## src/hw/rtl/lvlm_pkg.sv

```systemverilog
`timescale 1ns / 1ps

package lvlm_pkg;

  localparam int MAX_FRAME_DEF = 4096;
  localparam int SAMPLE_W      = 16;
  localparam int LEVEL_W       = 16;
  localparam int SQ_W          = 31;
  localparam int ROOT_W        = 32;
  localparam int ROOT_STEPS    = 16;

endpackage

```

## src/hw/rtl/lvlm_if.sv

```systemverilog
`timescale 1ns / 1ps

interface lvlm_sample_if;
  import lvlm_pkg::*;
  logic                       valid;
  logic                       ready;
  logic signed [SAMPLE_W-1:0] sample;
  logic                       frame_end;

  modport source (output valid, output sample, output frame_end, input ready);
  modport sink   (input valid, input sample, input frame_end, output ready);
endinterface

interface lvlm_level_if;
  import lvlm_pkg::*;
  logic               valid;
  logic               ready;
  logic [LEVEL_W-1:0] amplitude;
  logic [LEVEL_W-1:0] peak_level;
  logic [LEVEL_W-1:0] rms_level;
  logic               frame_overflow;

  modport source (output valid, output amplitude, output peak_level, output rms_level,
                  output frame_overflow, input ready);
  modport sink   (input valid, input amplitude, input peak_level, input rms_level,
                  input frame_overflow, output ready);
endinterface

```

## src/hw/rtl/frame_peak_rms_level_meter_top.sv

```systemverilog
// Frame peak / RMS level meter.
// in_chan carries signed 16-bit samples, each with frame_end marking the last
// sample of a frame. An item is taken on every edge with valid and ready high.
// out_chan carries one item per frame: amplitude, peak_level, rms_level (all
// unsigned Q1.15, 32768 = 1.0) and frame_overflow, set when the frame held
// more than MAX_FRAME samples; levels then cover the first MAX_FRAME samples.
// Throughput: one sample per cycle inside a frame. The front end squares and
// accumulates in a two-stage pipe and hands each finished frame to a two-entry
// queue. The back end divides bit-serially (SUM_W = 30 + clog2(MAX_FRAME+1),
// 43 by default), then takes the square root bit-serially, and holds the
// result until it is accepted; only then does it take the next frame from
// the queue. While the queue is full the input stalls only while a frame-end
// item waits to be pushed. A stalled receiver holds the result and, once the
// queue fills, stops the input. Reset clears the frame accumulators, the
// queue and the back end; no clearing pass is needed.
`timescale 1ns / 1ps

module frame_peak_rms_level_meter_top
  import lvlm_pkg::*;
#(
  parameter int MAX_FRAME = MAX_FRAME_DEF
) (
  input  logic          clk,
  input  logic          rst_n,
  lvlm_sample_if.sink   in_chan,
  lvlm_level_if.source  out_chan
);

  localparam int CNT_W = $clog2(MAX_FRAME + 1);
  localparam int SUM_W = 30 + $clog2(MAX_FRAME + 1);
  localparam int Q_W   = SUM_W + CNT_W + LEVEL_W + 1;

  logic           q_push;
  logic           q_ready;
  logic [Q_W-1:0] q_wdata;
  logic           q_pop;
  logic           q_valid;
  logic [Q_W-1:0] q_rdata;

  lvlm_front #(
    .MAX_FRAME (MAX_FRAME),
    .CNT_W     (CNT_W),
    .SUM_W     (SUM_W),
    .Q_W       (Q_W)
  ) u_front (
    .clk     (clk),
    .rst_n   (rst_n),
    .in_chan (in_chan),
    .q_push  (q_push),
    .q_wdata (q_wdata),
    .q_ready (q_ready)
  );

  lvlm_queue #(
    .Q_W (Q_W)
  ) u_queue (
    .clk    (clk),
    .rst_n  (rst_n),
    .push   (q_push),
    .wdata  (q_wdata),
    .wready (q_ready),
    .pop    (q_pop),
    .rdata  (q_rdata),
    .rvalid (q_valid)
  );

  lvlm_back #(
    .MAX_FRAME (MAX_FRAME),
    .CNT_W     (CNT_W),
    .SUM_W     (SUM_W),
    .Q_W       (Q_W)
  ) u_back (
    .clk      (clk),
    .rst_n    (rst_n),
    .q_valid  (q_valid),
    .q_rdata  (q_rdata),
    .q_pop    (q_pop),
    .out_chan (out_chan)
  );

`ifndef SYNTHESIS
  a_push_room: assert property (@(posedge clk) disable iff (!rst_n)
    q_push |-> q_ready)
    else $error("frame pushed into full queue");

  a_pop_valid: assert property (@(posedge clk) disable iff (!rst_n)
    q_pop |-> q_valid)
    else $error("pop from empty queue");

  a_rms_le_peak: assert property (@(posedge clk) disable iff (!rst_n)
    out_chan.valid |-> (out_chan.rms_level <= out_chan.peak_level &&
                        out_chan.amplitude == out_chan.peak_level &&
                        out_chan.peak_level <= 16'd32768))
    else $error("level result inconsistent");
`endif

endmodule

```

## src/hw/rtl/lvlm_front.sv

```systemverilog
`timescale 1ns / 1ps

module lvlm_front
  import lvlm_pkg::*;
#(
  parameter int MAX_FRAME = MAX_FRAME_DEF,
  parameter int CNT_W     = $clog2(MAX_FRAME + 1),
  parameter int SUM_W     = 30 + $clog2(MAX_FRAME + 1),
  parameter int Q_W       = SUM_W + CNT_W + LEVEL_W + 1
) (
  input  logic           clk,
  input  logic           rst_n,
  lvlm_sample_if.sink    in_chan,
  output logic           q_push,
  output logic [Q_W-1:0] q_wdata,
  input  logic           q_ready
);

  logic                s1_valid_r;
  logic [SQ_W-1:0]     s1_sq_r;
  logic [LEVEL_W-1:0]  s1_mag_r;
  logic                s1_end_r;
  logic                s1_adv;

  logic [SUM_W-1:0]    sum_r;
  logic [SUM_W-1:0]    sum_nxt;
  logic [CNT_W-1:0]    tally_r;
  logic [CNT_W-1:0]    tally_nxt;
  logic [LEVEL_W-1:0]  peak_r;
  logic [LEVEL_W-1:0]  peak_nxt;
  logic                ovf_r;
  logic                ovf_nxt;

  logic [LEVEL_W-1:0]  mag;
  logic [2*LEVEL_W-1:0] sq_full;

  // magnitude: the most negative code maps to full scale
  assign mag     = in_chan.sample[SAMPLE_W-1] ? (~in_chan.sample + 1'b1) : in_chan.sample;
  assign sq_full = mag * mag;

  assign s1_adv        = s1_valid_r && (!s1_end_r || q_ready);
  assign in_chan.ready = !s1_valid_r || s1_adv;

  always_ff @(posedge clk) begin
    if (!rst_n) begin
      s1_valid_r <= 1'b0;
    end else if (in_chan.ready) begin
      s1_valid_r <= in_chan.valid;
    end
    if (in_chan.valid && in_chan.ready) begin
      s1_sq_r  <= sq_full[SQ_W-1:0];
      s1_mag_r <= mag;
      s1_end_r <= in_chan.frame_end;
    end
  end

  always_comb begin
    sum_nxt   = sum_r;
    tally_nxt = tally_r;
    peak_nxt  = peak_r;
    ovf_nxt   = ovf_r;
    if (tally_r < CNT_W'(MAX_FRAME)) begin
      sum_nxt   = sum_r + SUM_W'(s1_sq_r);
      tally_nxt = tally_r + 1'b1;
      if (s1_mag_r > peak_r) begin
        peak_nxt = s1_mag_r;
      end
    end else begin
      ovf_nxt = 1'b1;
    end
  end

  assign q_push  = s1_adv && s1_end_r;
  assign q_wdata = {sum_nxt, tally_nxt, peak_nxt, ovf_nxt};

  always_ff @(posedge clk) begin
    if (!rst_n) begin
      sum_r   <= '0;
      tally_r <= '0;
      peak_r  <= '0;
      ovf_r   <= 1'b0;
    end else if (s1_adv) begin
      if (s1_end_r) begin
        sum_r   <= '0;
        tally_r <= '0;
        peak_r  <= '0;
        ovf_r   <= 1'b0;
      end else begin
        sum_r   <= sum_nxt;
        tally_r <= tally_nxt;
        peak_r  <= peak_nxt;
        ovf_r   <= ovf_nxt;
      end
    end
  end

endmodule

```

## src/hw/rtl/lvlm_queue.sv

```systemverilog
`timescale 1ns / 1ps

module lvlm_queue
  import lvlm_pkg::*;
#(
  parameter int Q_W = 64
) (
  input  logic           clk,
  input  logic           rst_n,
  input  logic           push,
  input  logic [Q_W-1:0] wdata,
  output logic           wready,
  input  logic           pop,
  output logic [Q_W-1:0] rdata,
  output logic           rvalid
);

  logic [Q_W-1:0] mem_r [2];
  logic           wr_ptr_r;
  logic           rd_ptr_r;
  logic [1:0]     count_r;

  assign wready = (count_r != 2'd2);
  assign rvalid = (count_r != 2'd0);
  assign rdata  = mem_r[rd_ptr_r];

  always_ff @(posedge clk) begin
    if (!rst_n) begin
      wr_ptr_r <= 1'b0;
      rd_ptr_r <= 1'b0;
      count_r  <= 2'd0;
    end else begin
      if (push) begin
        wr_ptr_r <= ~wr_ptr_r;
      end
      if (pop) begin
        rd_ptr_r <= ~rd_ptr_r;
      end
      case ({push, pop})
        2'b10:   count_r <= count_r + 2'd1;
        2'b01:   count_r <= count_r - 2'd1;
        default: count_r <= count_r;
      endcase
    end
    if (push) begin
      mem_r[wr_ptr_r] <= wdata;
    end
  end

endmodule

```

## src/hw/rtl/lvlm_back.sv

```systemverilog
`timescale 1ns / 1ps

module lvlm_back
  import lvlm_pkg::*;
#(
  parameter int MAX_FRAME = MAX_FRAME_DEF,
  parameter int CNT_W     = $clog2(MAX_FRAME + 1),
  parameter int SUM_W     = 30 + $clog2(MAX_FRAME + 1),
  parameter int Q_W       = SUM_W + CNT_W + LEVEL_W + 1
) (
  input  logic           clk,
  input  logic           rst_n,
  input  logic           q_valid,
  input  logic [Q_W-1:0] q_rdata,
  output logic           q_pop,
  lvlm_level_if.source   out_chan
);

  localparam logic [1:0] ST_IDLE = 2'd0;
  localparam logic [1:0] ST_DIV  = 2'd1;
  localparam logic [1:0] ST_SQRT = 2'd2;
  localparam logic [1:0] ST_OUT  = 2'd3;
  localparam int STEP_W = $clog2(SUM_W);

  logic [1:0]         state_r;
  logic [STEP_W-1:0]  step_r;
  logic [CNT_W-1:0]   tally_r;
  logic [CNT_W-1:0]   rem_r;
  logic [SUM_W-1:0]   dq_r;
  logic [LEVEL_W-1:0] peak_r;
  logic               ovf_r;
  logic [ROOT_W-1:0]  v_r;
  logic [ROOT_W-1:0]  res_r;
  logic [ROOT_W-1:0]  bit_r;
  logic [LEVEL_W-1:0] rms_r;
  logic [LEVEL_W-1:0] amp_r;

  logic [CNT_W:0]     rem_sh;
  logic [CNT_W:0]     rem_sub;
  logic               div_ge;
  logic [ROOT_W-1:0]  trial;
  logic               root_ge;
  logic [ROOT_W-1:0]  v_nxt;
  logic [ROOT_W-1:0]  res_nxt;
  logic [LEVEL_W-1:0] rms_nxt;

  logic [SUM_W-1:0]   q_sum;
  logic [CNT_W-1:0]   q_tally;
  logic [LEVEL_W-1:0] q_peak;
  logic               q_ovf;

  assign {q_sum, q_tally, q_peak, q_ovf} = q_rdata;

  assign q_pop = (state_r == ST_IDLE) && q_valid;

  assign rem_sh  = {rem_r, dq_r[SUM_W-1]};
  assign rem_sub = rem_sh - {1'b0, tally_r};
  assign div_ge  = (rem_sh >= {1'b0, tally_r});

  assign trial   = res_r + bit_r;
  assign root_ge = (v_r >= trial);
  assign v_nxt   = root_ge ? (v_r - trial) : v_r;
  assign res_nxt = root_ge ? ((res_r >> 1) + bit_r) : (res_r >> 1);
  assign rms_nxt = res_nxt[LEVEL_W-1:0];

  always_ff @(posedge clk) begin
    if (!rst_n) begin
      state_r <= ST_IDLE;
    end else begin
      unique case (state_r)
        ST_IDLE: begin
          if (q_valid) begin
            tally_r <= q_tally;
            peak_r  <= q_peak;
            ovf_r   <= q_ovf;
            dq_r    <= q_sum;
            rem_r   <= '0;
            step_r  <= STEP_W'(SUM_W - 1);
            state_r <= ST_DIV;
          end
        end
        ST_DIV: begin
          rem_r <= div_ge ? rem_sub[CNT_W-1:0] : rem_sh[CNT_W-1:0];
          dq_r  <= {dq_r[SUM_W-2:0], div_ge};
          if (step_r == '0) begin
            v_r     <= ROOT_W'({dq_r[SQ_W-2:0], div_ge});
            res_r   <= '0;
            bit_r   <= ROOT_W'(1) << (2 * (ROOT_STEPS - 1));
            step_r  <= STEP_W'(ROOT_STEPS - 1);
            state_r <= ST_SQRT;
          end else begin
            step_r <= step_r - 1'b1;
          end
        end
        ST_SQRT: begin
          v_r   <= v_nxt;
          res_r <= res_nxt;
          bit_r <= bit_r >> 2;
          if (step_r == '0) begin
            rms_r   <= rms_nxt;
            amp_r   <= (peak_r >= rms_nxt) ? peak_r : rms_nxt;
            state_r <= ST_OUT;
          end else begin
            step_r <= step_r - 1'b1;
          end
        end
        ST_OUT: begin
          if (out_chan.ready) begin
            state_r <= ST_IDLE;
          end
        end
        default: state_r <= ST_IDLE;
      endcase
    end
  end

  assign out_chan.valid          = (state_r == ST_OUT);
  assign out_chan.amplitude      = amp_r;
  assign out_chan.peak_level     = peak_r;
  assign out_chan.rms_level      = rms_r;
  assign out_chan.frame_overflow = ovf_r;

endmodule

```

## src/flat_wrapper.sv

```systemverilog
// flat-port wrapper written by rule: the top's interface ports become plain ports
module frame_peak_rms_level_meter_top_flat import lvlm_pkg::*;
#(
  parameter int MAX_FRAME = MAX_FRAME_DEF
)
  (clk, rst_n, in_chan_valid, in_chan_sample, in_chan_frame_end, in_chan_ready, out_chan_valid, out_chan_amplitude, out_chan_peak_level, out_chan_rms_level, out_chan_frame_overflow, out_chan_ready);
  lvlm_sample_if in_chan_i ();
  lvlm_level_if out_chan_i ();
  input  logic clk;
  input  logic rst_n;
  input wire logic [$bits(in_chan_i.valid)-1:0] in_chan_valid;
  input wire logic [$bits(in_chan_i.sample)-1:0] in_chan_sample;
  input wire logic [$bits(in_chan_i.frame_end)-1:0] in_chan_frame_end;
  output wire logic [$bits(in_chan_i.ready)-1:0] in_chan_ready;
  output wire logic [$bits(out_chan_i.valid)-1:0] out_chan_valid;
  output wire logic [$bits(out_chan_i.amplitude)-1:0] out_chan_amplitude;
  output wire logic [$bits(out_chan_i.peak_level)-1:0] out_chan_peak_level;
  output wire logic [$bits(out_chan_i.rms_level)-1:0] out_chan_rms_level;
  output wire logic [$bits(out_chan_i.frame_overflow)-1:0] out_chan_frame_overflow;
  input wire logic [$bits(out_chan_i.ready)-1:0] out_chan_ready;
  assign in_chan_i.valid = in_chan_valid;
  assign in_chan_i.sample = in_chan_sample;
  assign in_chan_i.frame_end = in_chan_frame_end;
  assign in_chan_ready = in_chan_i.ready;
  assign out_chan_valid = out_chan_i.valid;
  assign out_chan_amplitude = out_chan_i.amplitude;
  assign out_chan_peak_level = out_chan_i.peak_level;
  assign out_chan_rms_level = out_chan_i.rms_level;
  assign out_chan_frame_overflow = out_chan_i.frame_overflow;
  assign out_chan_i.ready = out_chan_ready;
  frame_peak_rms_level_meter_top #(.MAX_FRAME(MAX_FRAME)) u_core (.clk(clk), .rst_n(rst_n), .in_chan(in_chan_i), .out_chan(out_chan_i));
endmodule
```

## config.mk

```make
export PLATFORM = sky130hd
export DESIGN_NAME = frame_peak_rms_level_meter_top_flat
export DESIGN_NICKNAME = d
export VERILOG_FILES = /design/src/hw/rtl/lvlm_pkg.sv /design/src/hw/rtl/lvlm_if.sv /design/src/hw/rtl/frame_peak_rms_level_meter_top.sv /design/src/hw/rtl/lvlm_front.sv /design/src/hw/rtl/lvlm_queue.sv /design/src/hw/rtl/lvlm_back.sv /design/src/flat_wrapper.sv
export SDC_FILE = /design/constraint.sdc
export NUM_CORES = 1
export LEC_CHECK = 0
export BUFFER_PORTS_ARGS = -buffer_cell sky130_fd_sc_hd__buf_2
export CAP_MARGIN = 20
export CORE_ASPECT_RATIO = 0.75
export CORE_MARGIN = 5
export CORE_UTILIZATION = 23
export DETAILED_ROUTE_END_ITERATION = 12
export PLACE_DENSITY = 0.47
export SYNTH_ARGS = -nofsm -noshare
export SYNTH_HDL_FRONTEND = slang
export SYNTH_SLANG_ARGS = --single-unit
```

## constraint.sdc

```tcl
create_clock -name clk -period 12.02 [get_ports clk]
set_input_delay 1.202 -clock clk [delete_from_list [all_inputs] [get_ports clk]]
set_output_delay 1.202 -clock clk [all_outputs]
set_load 0.05 [all_outputs]
```

==> key figures <==
Status
  • Status: finished clean

Layout
  • Filler cells: 14900
  • Ant diodes: 0
  • Share of layout cells above drive strength 1: 10.3%
  • Final #Nets: 3524
  • P&R area growth vs syn: 13.2%
  • Final non-filler cell total: 5010
  • Final design utilization: 26.2%

Critical path
  • Buf/Inv on CP: 5
  • Setup CP Type: in2reg
  • CP Capture Point: u_core.u_front.s1_sq_r[28]$_DFFE_PP_
  • RR Endpoint: u_core.u_back.out_chan.amplitude[15]$_DFFE_PP_
  • Number of cells on the critical path: 27
  • Crit-path max cell delay: 600 ps
  • R2R Setup Slk: 4130 ps
  • R2R Path Start: u_core.u_back.res_r[10]$_SDFFCE_PN0P_
  • Top delay family on crit path: adder cells
  • Slowest cell on crit path: or4_1
  • FF-to-FF path depth: 28
  • Kind of start point of the critical path: input port
  • Worst path most repeated cell: fa_1
  • Required time of the critical path: 12390 ps
  • CP max FO: 10
  • CP Launch Point: in_chan_sample[6]
  • Critical Path End Type: flip-flop
  • Crit path arrival time: 9520 ps

Placement
  • Port Buf Inserts: 71
  • Hpwl dp: 58200 µm
  • Placed cells: 4911
  • GP Congestion: 0.828

CTS
  • Num CTS Buffers: 52
  • Clock-pin slew on the worst setup and hold paths: 60 ps
  • H-tree Lvls: 2
  • CTS Hold Buffers Added: 0
  • Root Buffer: clkbuf_16
  • Clock buffer depth: 3
  • CTS tree: built
  • Num Clock Sinks: 477
  • Worst skew pair latency: 620 ps
  • Post-CTS setup buffer count: 0
  • Post-cts resize count: 0

Timing
  • Final Max Slew Viols: 0
  • Worst Hold Slack: 467 ps
  • Final Hold Fails: 0
  • Least-Margin Pin Slew: 1010 ps
  • Total negative slack: 0 ps
  • Fin crit period: 9150 ps
  • Setup-failing EPs final: 0
  • RSZ-0062 raised after global routing: false
  • Fin Clk Skew: 19.8 ps
  • Max Clock Freq: 109 MHz
  • Slew headroom: 32.5%
  • Fin crit share: 76.1%

Logic synthesis
  • Ys flop type: edfxtp_1
  • Syn Area/Cell: 10.8 µm²
  • Yosys cell types: 90
  • FFs w/ async S/R, synth: 0%
  • Syn Inst Count: 3026
  • Synth warn: 0
  • Sequential fraction of the synthesis area: 41.5%
  • Syn Std Cell Area: 0.0326 mm²
  • Post-synth EDFFs: 396
  • Synth Register Bits: 477

Route
  • Top Metal Used: met4
  • DRT met1 WL: 41600 µm
  • Drt pass-1 iters: 5
  • Via Count: 21800
  • Final ANT Viol Nets: 0
  • Final wirelength: 78300 µm
  • Routed WL per cell: 15.6 µm
  • Iteration-0 DRC Markers: 1361
  • WL met2: 32300 µm
  • Metal3 WL: 3410 µm
  • DRC viols: 0
  • Drt via density: 4.35

Global routing
  • Largest net degree at the start of global routing: 108
  • Gr usage total: 10.4%
  • Remaining global-route overflow: 0
  • Vias in the first global route: 21600
  • First-pass GRT wire length: 125000 µm
  • Initial antenna violation count: 0

Power
  • VDD IR max: 508 µV
  • Leak pwr: 14.6 nW
  • Total power divided by cell area: 299 mW/mm²

Floorplan
  • Starting Density: 23.2%
  • Cell Rows: 119
  • Die area: 0.149 mm²
  • Top Ports: 72
  • Die W: 444 µm
  • Die H: 336 µm
  • Core box area: 0.141 mm²

Run
  • Maxcap violations: 0

Hold path
  • Hold/Removal Path Class: reg2reg
[final cells by class]
type / count / area [µm²] / area share (%)
clock buffers: 64 / 1390 / 3.77
clock inverters: 34 / 307 / 0.832
inverters: 328 / 1230 / 3.34
multi-input cells: 2136 / 17500 / 47.5
flip-flops and latches: 477 / 13500 / 36.7
well taps: 1875 / 2350 / 6.37
repair buffers: 96 / 551 / 1.49
[where the power goes]
group	leakage (nW)	internal [W]	switching, W
clock network	0.838	0.000915	0.000714
logic	9.41	0.00279	0.00401
registers	4.34	0.00244	0.000167
[cell usage after synthesis (6+ instances only)]
library cell | n | area share [%]
mux2i_1 | 55 | 1.7
fa_1 | 167 | 10
or2_2 | 6 | 0.12
o21ai_0 | 201 | 3.1
a32o_1 | 16 | 0.49
clkbuf_1 | 82 | 0.95
nand3b_1 | 7 | 0.16
clkinv_1 | 10 | 0.12
a211oi_1 | 14 | 0.32
a31oi_1 | 33 | 0.63
a21boi_0 | 16 | 0.37
nand3_1 | 26 | 0.40
nand4_1 | 26 | 0.50
nand2_1 | 301 | 3.5
a21oi_1 | 119 | 1.8
o211ai_1 | 11 | 0.25
a22oi_1 | 22 | 0.51
inv_1 | 314 | 3.6
a31o_2 | 6 | 0.16
xnor2_1 | 108 | 2.9
or3_1 | 12 | 0.23
o21ai_1 | 8 | 0.12
dfxtp_1 | 81 | 5.0
o21bai_1 | 24 | 0.55
nor2b_1 | 58 | 1.1
a211oi_2 | 8 | 0.31
o21a_1 | 25 | 0.58
nor3_1 | 26 | 0.40
a21o_1 | 59 | 1.4
and3_1 | 24 | 0.46
edfxtp_1 | 396 | 37
and2_1 | 42 | 0.81
nor2_1 | 161 | 1.9
mux2_2 | 76 | 2.6
nand2b_1 | 18 | 0.35
o31ai_1 | 23 | 0.53
ha_1 | 245 | 9.4
xor2_1 | 83 | 2.2
[cell usage in the layout, fill, tap and decap left out, types with 33 or more instances in the layout]
master,instances
edfxtp_1,396
inv_1,314
nand2_1,301
ha_1,243
o21ai_0,201
fa_1,167
nor2_1,159
a21oi_1,119
xnor2_1,108
xor2_1,83
dfxtp_1,79
mux2_2,76
buf_2,71
a21o_1,59
nor2b_1,58
mux2i_1,55
clkbuf_16,54
and2_1,39
a31oi_1,33
[worst register-to-register path: cells and delay by family (launching register included)]
family                     cells  cell delay (ps)
and+or+nand+nor                6              750
muxes                          2              820
AOI/OAI and AO/OA             14             3430
buffers and inverters          2              900
DFF                            1              490
xor gates and xnor gates       1              290
adders and majority gates      3              960
[registers in the layout, summed over array words and instances, names as in the netlist, 2 cells and up, named ones only]
register	cells
u_core.u_back.out_chan.peak_level	16
u_core.u_front.sum_r	43
u_core.u_back.v_r	32
u_core.u_back.state_r	2
u_core.u_front.tally_r	13
u_core.u_back.rem_r	13
u_core.u_back.out_chan.rms_level	16
u_core.u_front.s1_mag_r	15
u_core.u_front.s1_sq_r	30
u_core.u_queue.count_r	2
u_core.u_back.dq_r	43
u_core.u_queue.mem_r	146
u_core.u_back.bit_r	16
u_core.u_back.step_r	6
u_core.u_back.res_r	32
u_core.u_back.tally_r	13
u_core.u_front.peak_r	16
u_core.u_back.out_chan.amplitude	16
[metal layers]
metal  vias up  track usage (%)
met5         -                0
met4         0             1.67
met3        73             1.57
met2       355             15.5
met1     10600             16.1
li1      10800                -
[cells by family after synthesis]
family / after synthesis / synth area share [%]
AND/OR/NAND/NOR: 736 / 10.6
AO/OA/AOI/OAI: 640 / 12.7
flip-flops: 477 / 41.5
buffers and inverters: 422 / 4.99
adder cells (fa/ha/maj): 412 / 19.7
XOR/XNOR: 197 / 5.61
multiplexers: 140 / 4.83
other: 2 / 0.0231
[per-stage QoR]
step           setup slack (ps)  power, W  cell area, µm²
3_5_place_dp               2330   0.00945           35100
2_1_floorplan              3450   0.00781           32600
4_1_cts                    2990    0.0112           36800
3_3_place_gp               2490   0.00948           35100
5_1_grt                    2510    0.0122           36900
6_report                   2870    0.0110           36900
[worst min-delay path by stage]
stage,start,to,slack [ps],cells after the start
3_5_place_dp,u_core.u_front.peak_r[13]$_SDFFE_PN0P_,u_core.u_front.peak_r[13]$_SDFFE_PN0P_,450,1
2_1_floorplan,u_core.u_front.peak_r[10]$_SDFFE_PN0P_,u_core.u_front.peak_r[10]$_SDFFE_PN0P_,440,1
3_3_place_gp,u_core.u_front.peak_r[4]$_SDFFE_PN0P_,u_core.u_front.peak_r[4]$_SDFFE_PN0P_,450,1
5_1_grt,u_core.u_front.peak_r[3]$_SDFFE_PN0P_,u_core.u_front.peak_r[3]$_SDFFE_PN0P_,480,1
6_report,u_core.u_front.peak_r[7]$_SDFFE_PN0P_,u_core.u_front.peak_r[7]$_SDFFE_PN0P_,470,1
4_1_cts,u_core.u_front.peak_r[13]$_SDFFE_PN0P_,u_core.u_front.peak_r[13]$_SDFFE_PN0P_,470,1
(Power assumes the default switching activity.)
